[config.mk]
export PLATFORM = sky130hd
export DESIGN_NAME = sfht_hasher
export DESIGN_NICKNAME = d
export VERILOG_FILES = /design/src/hw/rtl/sfht_pkg.sv /design/src/hw/rtl/sfht_hasher.sv
export SDC_FILE = /design/constraint.sdc
export NUM_CORES = 1
export LEC_CHECK = 0
export BUFFER_PORTS_ARGS = -buffer_cell sky130_fd_sc_hd__buf_4
export CAP_MARGIN = 10
export CORE_MARGIN = 2
export CORE_UTILIZATION = 44
export CTS_BUF_LIST = sky130_fd_sc_hd__clkbuf_8 sky130_fd_sc_hd__clkbuf_16
export DETAILED_ROUTE_END_ITERATION = 16
export PLACE_DENSITY = 0.6
export SYNTH_ARGS = -nofsm -noshare
export SYNTH_HDL_FRONTEND = slang
export SYNTH_SLANG_ARGS = --single-unit
[constraint.sdc]
create_clock -name clock -period 10.21 [get_ports clock]
set_input_delay 2.042 -clock clock [delete_from_list [all_inputs] [get_ports clock]]
set_output_delay 2.042 -clock clock [all_outputs]
set_load 0.03 [all_outputs]
[src/hw/rtl/sfht_pkg.sv]
// Shared constants, types and hash functions of the split frequency hash table.
`default_nettype none
package sfht_pkg;

   localparam int MAX_WORDS   = 8;
   localparam int WIDX_W      = 3;
   localparam int POS_W       = 4;
   localparam int MAX_ENTRIES = 1024;
   localparam int ENT_W       = 10;
   localparam int LINK_W      = 11;
   localparam int BKT_W       = 10;
   localparam int WADDR_W     = ENT_W + WIDX_W;

   localparam logic [LINK_W-1:0] NIL_LINK = LINK_W'(MAX_ENTRIES);
   localparam logic [3:0]        TSL_MIN  = 4'd6;
   localparam logic [3:0]        TSL_MAX  = 4'd10;

   localparam logic [1:0] STATUS_ADDED     = 2'd0;
   localparam logic [1:0] STATUS_INSERTED  = 2'd1;
   localparam logic [1:0] STATUS_NOT_FOUND = 2'd2;
   localparam logic [1:0] STATUS_FULL      = 2'd3;

   localparam logic [7:0] CSR_TABLE_SIZE_LOG2 = 8'd0;
   localparam logic [7:0] CSR_SPLIT_WORDS     = 8'd1;

   typedef enum logic [11:0] {
      ST_CLEAR    = 12'b0000_0000_0001,
      ST_IDLE     = 12'b0000_0000_0010,
      ST_PAD      = 12'b0000_0000_0100,
      ST_FINISH   = 12'b0000_0000_1000,
      ST_HEAD_RD  = 12'b0000_0001_0000,
      ST_HEAD_CHK = 12'b0000_0010_0000,
      ST_ENT_RD   = 12'b0000_0100_0000,
      ST_ENT_CHK  = 12'b0000_1000_0000,
      ST_WORD_RD  = 12'b0001_0000_0000,
      ST_WORD_CHK = 12'b0010_0000_0000,
      ST_DECIDE   = 12'b0100_0000_0000,
      ST_INS_WR   = 12'b1000_0000_0000
   } state_type;

   typedef struct packed {
      logic fold;
      logic clear;
   } hsh_ctl_type;

   typedef struct packed {
      logic               head_re;
      logic [BKT_W-1:0]   head_raddr;
      logic               head_we;
      logic [BKT_W-1:0]   head_waddr;
      logic [LINK_W-1:0]  head_wdata;
      logic               ent_re;
      logic [ENT_W-1:0]   ent_raddr;
      logic               ent_we;
      logic               wgt_we;
      logic [ENT_W-1:0]   ent_waddr;
      logic [31:0]        key_wdata;
      logic [LINK_W-1:0]  link_wdata;
      logic [31:0]        wgt_wdata;
      logic [15:0]        bip_wdata;
      logic               word_re;
      logic [WADDR_W-1:0] word_raddr;
      logic               word_we;
      logic [WADDR_W-1:0] word_waddr;
      logic [31:0]        word_wdata;
   } mem_req_type;

   typedef struct packed {
      logic [LINK_W-1:0] head_q;
      logic [31:0]       key_q;
      logic [LINK_W-1:0] link_q;
      logic [31:0]       wgt_q;
      logic [31:0]       word_q;
   } mem_rsp_type;

   function automatic logic [31:0] fold_word(input logic [31:0] h, input logic [31:0] w);
      logic [31:0] t;
      t = h + w;
      t = t + (t << 10);
      t = t ^ (t >> 6);
      return t;
   endfunction

   function automatic logic [31:0] finish_hash(input logic [31:0] h);
      logic [31:0] t;
      t = h + (h << 3);
      t = t ^ (t >> 11);
      t = t + (t << 15);
      return t;
   endfunction

endpackage
`default_nettype wire

[src/hw/rtl/sfht_hasher.sv]
// Running hash, word position and buffered words of the split being received.
`default_nettype none
module sfht_hasher
   import sfht_pkg::*;
(
   input  wire logic              clock,
   input  wire logic              reset,
   input  wire hsh_ctl_type       ctl,
   input  wire logic [31:0]       word,
   input  wire logic [WIDX_W-1:0] rd_idx,
   output logic [31:0]            rd_word,
   output logic [31:0]            hash,
   output logic [POS_W-1:0]       pos
);

   logic [31:0]      words_ff [MAX_WORDS];
   logic [31:0]      hash_ff, hash_in;
   logic [POS_W-1:0] pos_ff, pos_in;

   always_comb begin
      hash_in = hash_ff;
      pos_in  = pos_ff;
      if (ctl.clear) begin
         hash_in = '0;
         pos_in  = '0;
      end else if (ctl.fold) begin
         hash_in = fold_word(hash_ff, word);
         pos_in  = pos_ff + 1'b1;
      end
   end

   always_ff @(posedge clock) begin
      if (reset) begin
         hash_ff <= '0;
         pos_ff  <= '0;
      end else begin
         hash_ff <= hash_in;
         pos_ff  <= pos_in;
      end
   end

   always_ff @(posedge clock) begin
      if (ctl.fold && !ctl.clear) begin
         words_ff[pos_ff[WIDX_W-1:0]] <= word;
      end
   end

   assign rd_word = words_ff[rd_idx];
   assign hash    = hash_ff;
   assign pos     = pos_ff;

endmodule
`default_nettype wire

==> impl_summary.md <==
Run status
The flow ran to the end, and the final reports show no timing, DRC or antenna violations.

Timing
The minimum period implied by the final worst setup slack is 6990 ps. The number of max-slew violations in the final report was 0. The worst setup skew after layout is 13.7 ps. The total negative slack is 0 ps.

The number of hold violations in the final report is 0. For this run, the top clock speed supported by timing is 143 MHz. The final period utilization is 68.5%. The final-layout worst hold slack is 506 ps. The transition at the pin with the smallest max-transition slack is 949 ps. The remaining max-slew budget at the tightest pin is 36.8%. Setup violations remaining at the end of the flow were counted as 0. Setup repair after global routing left no endpoint under its margin.

Hold path
In this run the worst hold path is classified as reg -> reg. The worst hold path was traced through 2 stages.

Global routing
The total global-route track usage is 19.5%. The number of antenna violations at the first check in global routing was 0. Entering global routing, the biggest net connects 65 pins.

The via count of the first global-routing pass is 8205. The wire length of the first global-routing pass is 48900 um. The total overflow reported by the global router is 0.

Critical path
The critical path starts at word[0]. Across all register-to-register paths, the minimum setup slack is 4560 ps. STA classifies the critical path endpoint as a flop. The kind of start point of the critical path is an input pin. The endpoint of the worst-slack reg-to-reg timing path is hash[29]. The worst register-to-register path begins at hash[0].

The arrival time at the worst endpoint is 7450 ps. The number of cell instances on the worst register-to-register path is 23. For the worst setup path, the data required time is 10670 ps. The capture point of the critical path is hash[29]. The critical path in this run is classified as in -> reg. In this run the worst path has a maximum fanout of 9.

CTS
The quantity of gates resized following cts is 0. At the later pin of the worst-skew pair, clock insertion delay measures 540 ps. In this run the number of H-tree levels came out at 1. The total CTS buffers is 29. In this run the deepest clock path goes through 3 buffers. Hold repair after CTS inserted 0 buffers.

Clock tree synthesis found a total of 292 sinks. The cell sitting at the root of the clock tree is a sky130_fd_sc_hd__clkbuf_16. The CTS clock-pin slew for the worst setup and hold paths is 60 ps. The post-CTS setup-driven buffer insertion count is 0.

TritonCTS built the clock tree.

Power
Combinational logic is responsible for 46.2% of the overall power. The worst-case IR drop observed on VDD is 283 uV. For this design the ratio of total power to cell area is 277 mW/mm^2. In this run, flip-flops and latches consume 31.0% of the power. The overall power consumption is 4.48 mW. The part of the total power dissipated in the clock network is 22.8%. Summed over all cells, the static leakage comes to 5.79 nW. Cell internal power was estimated by the tool at 2.82 mW. The net switching fraction of the power is 37.0%. The switching power summed over all nets is 1.66 mW.

Synth
The area share of xor/xnor cells in the synthesized design is 4.56%. The post-synthesis share of cell area spent on and, or, nand and nor gates is 6.16%. The number of enable flip-flop cells after synthesis is 256.

The mean area per synthesized cell is 15.4 um^2. The mapped netlist covers 0.0140 mm^2. In this run, distinct cell masters in the synthesized netlist total 75.

The dominant synthesized flop cell is sky130_fd_sc_hd__edfxtp_1. Summing the areas of all compound-gate instances in the mapped netlist gives 9.06% of the synthesized area. The main combinational cell family by area after synthesis is multiplexers. The sequential-to-total area share from yosys stat is 60.2%. Synthesis inferred 292 register bits. When the netlist entered floorplanning its net count stood at 998. In the synthesized netlist the async set-or-reset flop fraction comes to 0%. The fraction of the mapped netlist area in adder cells is 5.02%. The number of standard cells after synthesis is 905. The total number of yosys warnings is 0.

In the synthesized netlist, mux cells make up 13.7% of the area.

Route
The number of vias in the routed layout is 8263. The number of violations reported at the end of detailed-routing iteration 0 is 633. In the routed design, unresolved DRC markers number 0. For this run, the detailed router's first-pass iteration total came to 5. The final wirelength is 32600 um. In the routed layout, each cell is associated on average with a via count of 5.73. After detailed routing, the average wire length per cell comes to 22.6 um. The count of nets left with antenna violations after detail routing is 0.

Floorplanning
The number of placed I/O pins is 107. The core region is 0.0314 mm^2. The overall die area is 0.0332 mm^2. The initial utilization of the core area, before any placement, comes to 44.5%. In this run the vertical extent of the chip is 182 um. In this run the horizontal extent of the chip is 182 um. Row generation in the floorplan step produced 65 rows.

Finish
At the end of the flow, the number of nets in the layout was 1112. The share of post-route cells with drive strength above 1 is 26.9%. Across the whole layout, storage elements account for 0.00841 mm^2.

The number of antenna diodes in the final layout is 0. In the final layout, the multi-input gates occupy 0.00542 mm^2. The count of fill cells added during filler insertion is 2629. The layout overhead on the synthesized area is 15.7%.

Flow run
The number of max-cap violations is 0.

Placement
The placer congestion estimate is 0.886. Port buffering added 106 buffers. Summed over all nets, the half-perimeter wirelength after detailed placement is 21300 um.
final cells by class:
type	instances	area share [%]
clock buffers	29	4.49
clock inverters	22	1.09
inverters	17	0.395
flip-flops and latches	292	52.0
repair buffers	115	5.34
multi-input cells	564	33.5
well taps	402	3.11
power groups by stage:
| stage | registers [mW] | logic (mW) | clock network, mW |
|---|---|---|---|
| global placement | 1.42 | 2.06 | 0 |
| floorplan | 1.46 | 1.52 | 0 |
| finish | 1.39 | 2.07 | 1.02 |
| global route | 1.39 | 2.25 | 1.09 |
| CTS | 1.39 | 2.07 | 1.04 |
| detailed placement | 1.42 | 2.06 | 0 |
cell usage in the layout, fill, tap and decap left out, types with 3 or more instances in the layout:
cell	Yosys	layout
sky130_fd_sc_hd__a211oi_1	19	19
sky130_fd_sc_hd__a211oi_2	4	4
sky130_fd_sc_hd__a21o_1	23	23
sky130_fd_sc_hd__a21oi_1	36	36
sky130_fd_sc_hd__and2_1	7	7
sky130_fd_sc_hd__and3_1	9	9
sky130_fd_sc_hd__buf_4	0	115
sky130_fd_sc_hd__bufinv_16	0	3
sky130_fd_sc_hd__clkbuf_16	0	29
sky130_fd_sc_hd__clkinv_1	1	9
sky130_fd_sc_hd__clkinv_2	0	5
sky130_fd_sc_hd__dfxtp_1	36	36
sky130_fd_sc_hd__edfxtp_1	256	256
sky130_fd_sc_hd__ha_1	52	52
sky130_fd_sc_hd__inv_1	16	19
sky130_fd_sc_hd__mux2_2	32	32
sky130_fd_sc_hd__mux2i_1	11	11
sky130_fd_sc_hd__mux4_2	64	64
sky130_fd_sc_hd__nand2_1	21	21
sky130_fd_sc_hd__nand2b_1	5	5
sky130_fd_sc_hd__nand3_1	12	12
sky130_fd_sc_hd__nand4_1	5	5
sky130_fd_sc_hd__nor2_1	51	50
sky130_fd_sc_hd__nor2b_1	11	11
sky130_fd_sc_hd__nor3_1	14	10
sky130_fd_sc_hd__nor3_2	0	4
sky130_fd_sc_hd__nor4_1	9	6
sky130_fd_sc_hd__nor4_2	0	3
sky130_fd_sc_hd__o211ai_1	4	4
sky130_fd_sc_hd__o21a_1	11	11
sky130_fd_sc_hd__o21ai_0	25	25
sky130_fd_sc_hd__o21bai_1	7	7
sky130_fd_sc_hd__o31ai_1	4	4
sky130_fd_sc_hd__or3_1	4	4
sky130_fd_sc_hd__or4_1	3	3
sky130_fd_sc_hd__xnor2_1	54	54
sky130_fd_sc_hd__xnor3_1	3	3
sky130_fd_sc_hd__xor2_1	11	11
flip-flops by register name, summed over array words and instances (netlist names):
name      flops
hash         32
words_ff    256
pos           4
metal layers:
metal	wire length, um	vias up	global-route usage [%]
met4	424	0	3.35
li1	-	3837	-
met2	15800	204	32.4
met3	1380	32	2.45
met5	0	-	0
met1	15000	4190	28.0
logic make-up (layout without fill, tap and decap cells):
kind of cell    after synthesis  in the layout
flops                       292            292
compound gates              170            170
simple gates                164            164
mux                         107            107
xor+xnor                     68             68
fa+ha+maj                    55             55
buf+inv                      49            183
worst min-delay path by stage:
stage / from / endpoint
after floorplan: hash[0] / hash[0]
after global placement: hash[3] / hash[3]
after detailed placement: hash[4] / hash[4]
after CTS: hash[4] / hash[4]
after global routing: hash[5] / hash[5]
final: hash[4] / hash[4]
per-stage QoR:
stage	util (%)	cell area, um^2	std cells	worst slack (ps)
floorplan	-	14000	905	3420
global placement	48.6	15300	1390	2800
detailed placement	48.6	15300	1390	2710
CTS	51.5	16200	1441	3270
global route	51.5	16200	1441	2780
finish	51.5	16200	1441	3220
worst max-delay path: stages:
cell                        delay [ps]
sky130_fd_sc_hd__buf_4             150
sky130_fd_sc_hd__ha_1              250
sky130_fd_sc_hd__fa_1              410
sky130_fd_sc_hd__a21o_1            190
sky130_fd_sc_hd__a21oi_1           210
sky130_fd_sc_hd__o21ai_0           110
sky130_fd_sc_hd__a21oi_1           220
sky130_fd_sc_hd__o21ai_0           190
sky130_fd_sc_hd__a32oi_1           420
sky130_fd_sc_hd__a21oi_1           130
sky130_fd_sc_hd__nor2_1            180
sky130_fd_sc_hd__xnor2_1           120
sky130_fd_sc_hd__ha_1              250
sky130_fd_sc_hd__or3_1             410
sky130_fd_sc_hd__a2bb2oi_1         160
sky130_fd_sc_hd__a41oi_1           300
sky130_fd_sc_hd__nor2b_1           100
sky130_fd_sc_hd__o211a_1           160
sky130_fd_sc_hd__a2111oi_4         430
sky130_fd_sc_hd__nor2_2            100
sky130_fd_sc_hd__o41ai_4           300
sky130_fd_sc_hd__mux2i_1           140
sky130_fd_sc_hd__or2_1             280
sky130_fd_sc_hd__a211oi_2          210
synthesized netlist by cell type, types with 3 or more instances:
cell / instances / area share (%)
sky130_fd_sc_hd__mux2_2: 32 / 2.6
sky130_fd_sc_hd__o31ai_1: 4 / 0.21
sky130_fd_sc_hd__nand3_1: 12 / 0.43
sky130_fd_sc_hd__xnor3_1: 3 / 0.48
sky130_fd_sc_hd__nor4_1: 9 / 0.40
sky130_fd_sc_hd__ha_1: 52 / 4.7
sky130_fd_sc_hd__or4_1: 3 / 0.16
sky130_fd_sc_hd__and2_1: 7 / 0.31
sky130_fd_sc_hd__a211oi_1: 19 / 1.0
sky130_fd_sc_hd__clkbuf_1: 20 / 0.54
sky130_fd_sc_hd__and3_1: 9 / 0.40
sky130_fd_sc_hd__o21ai_0: 25 / 0.90
sky130_fd_sc_hd__nor2_1: 51 / 1.4
sky130_fd_sc_hd__mux2i_1: 11 / 0.79
sky130_fd_sc_hd__o211ai_1: 4 / 0.21
sky130_fd_sc_hd__xor2_1: 11 / 0.69
sky130_fd_sc_hd__a211oi_2: 4 / 0.36
sky130_fd_sc_hd__a21o_1: 23 / 1.2
sky130_fd_sc_hd__buf_1: 11 / 0.30
sky130_fd_sc_hd__o21a_1: 11 / 0.59
sky130_fd_sc_hd__a21oi_1: 36 / 1.3
sky130_fd_sc_hd__o21bai_1: 7 / 0.38
sky130_fd_sc_hd__mux4_2: 64 / 10
sky130_fd_sc_hd__inv_1: 16 / 0.43
sky130_fd_sc_hd__nor3_1: 14 / 0.50
sky130_fd_sc_hd__xnor2_1: 54 / 3.4
sky130_fd_sc_hd__nand2b_1: 5 / 0.22
sky130_fd_sc_hd__nand2_1: 21 / 0.56
sky130_fd_sc_hd__edfxtp_1: 256 / 55
sky130_fd_sc_hd__dfxtp_1: 36 / 5.2
sky130_fd_sc_hd__nand4_1: 5 / 0.22
sky130_fd_sc_hd__or3_1: 4 / 0.18
sky130_fd_sc_hd__nor2b_1: 11 / 0.49
Note: power is estimated with default switching activity, not from simulation.
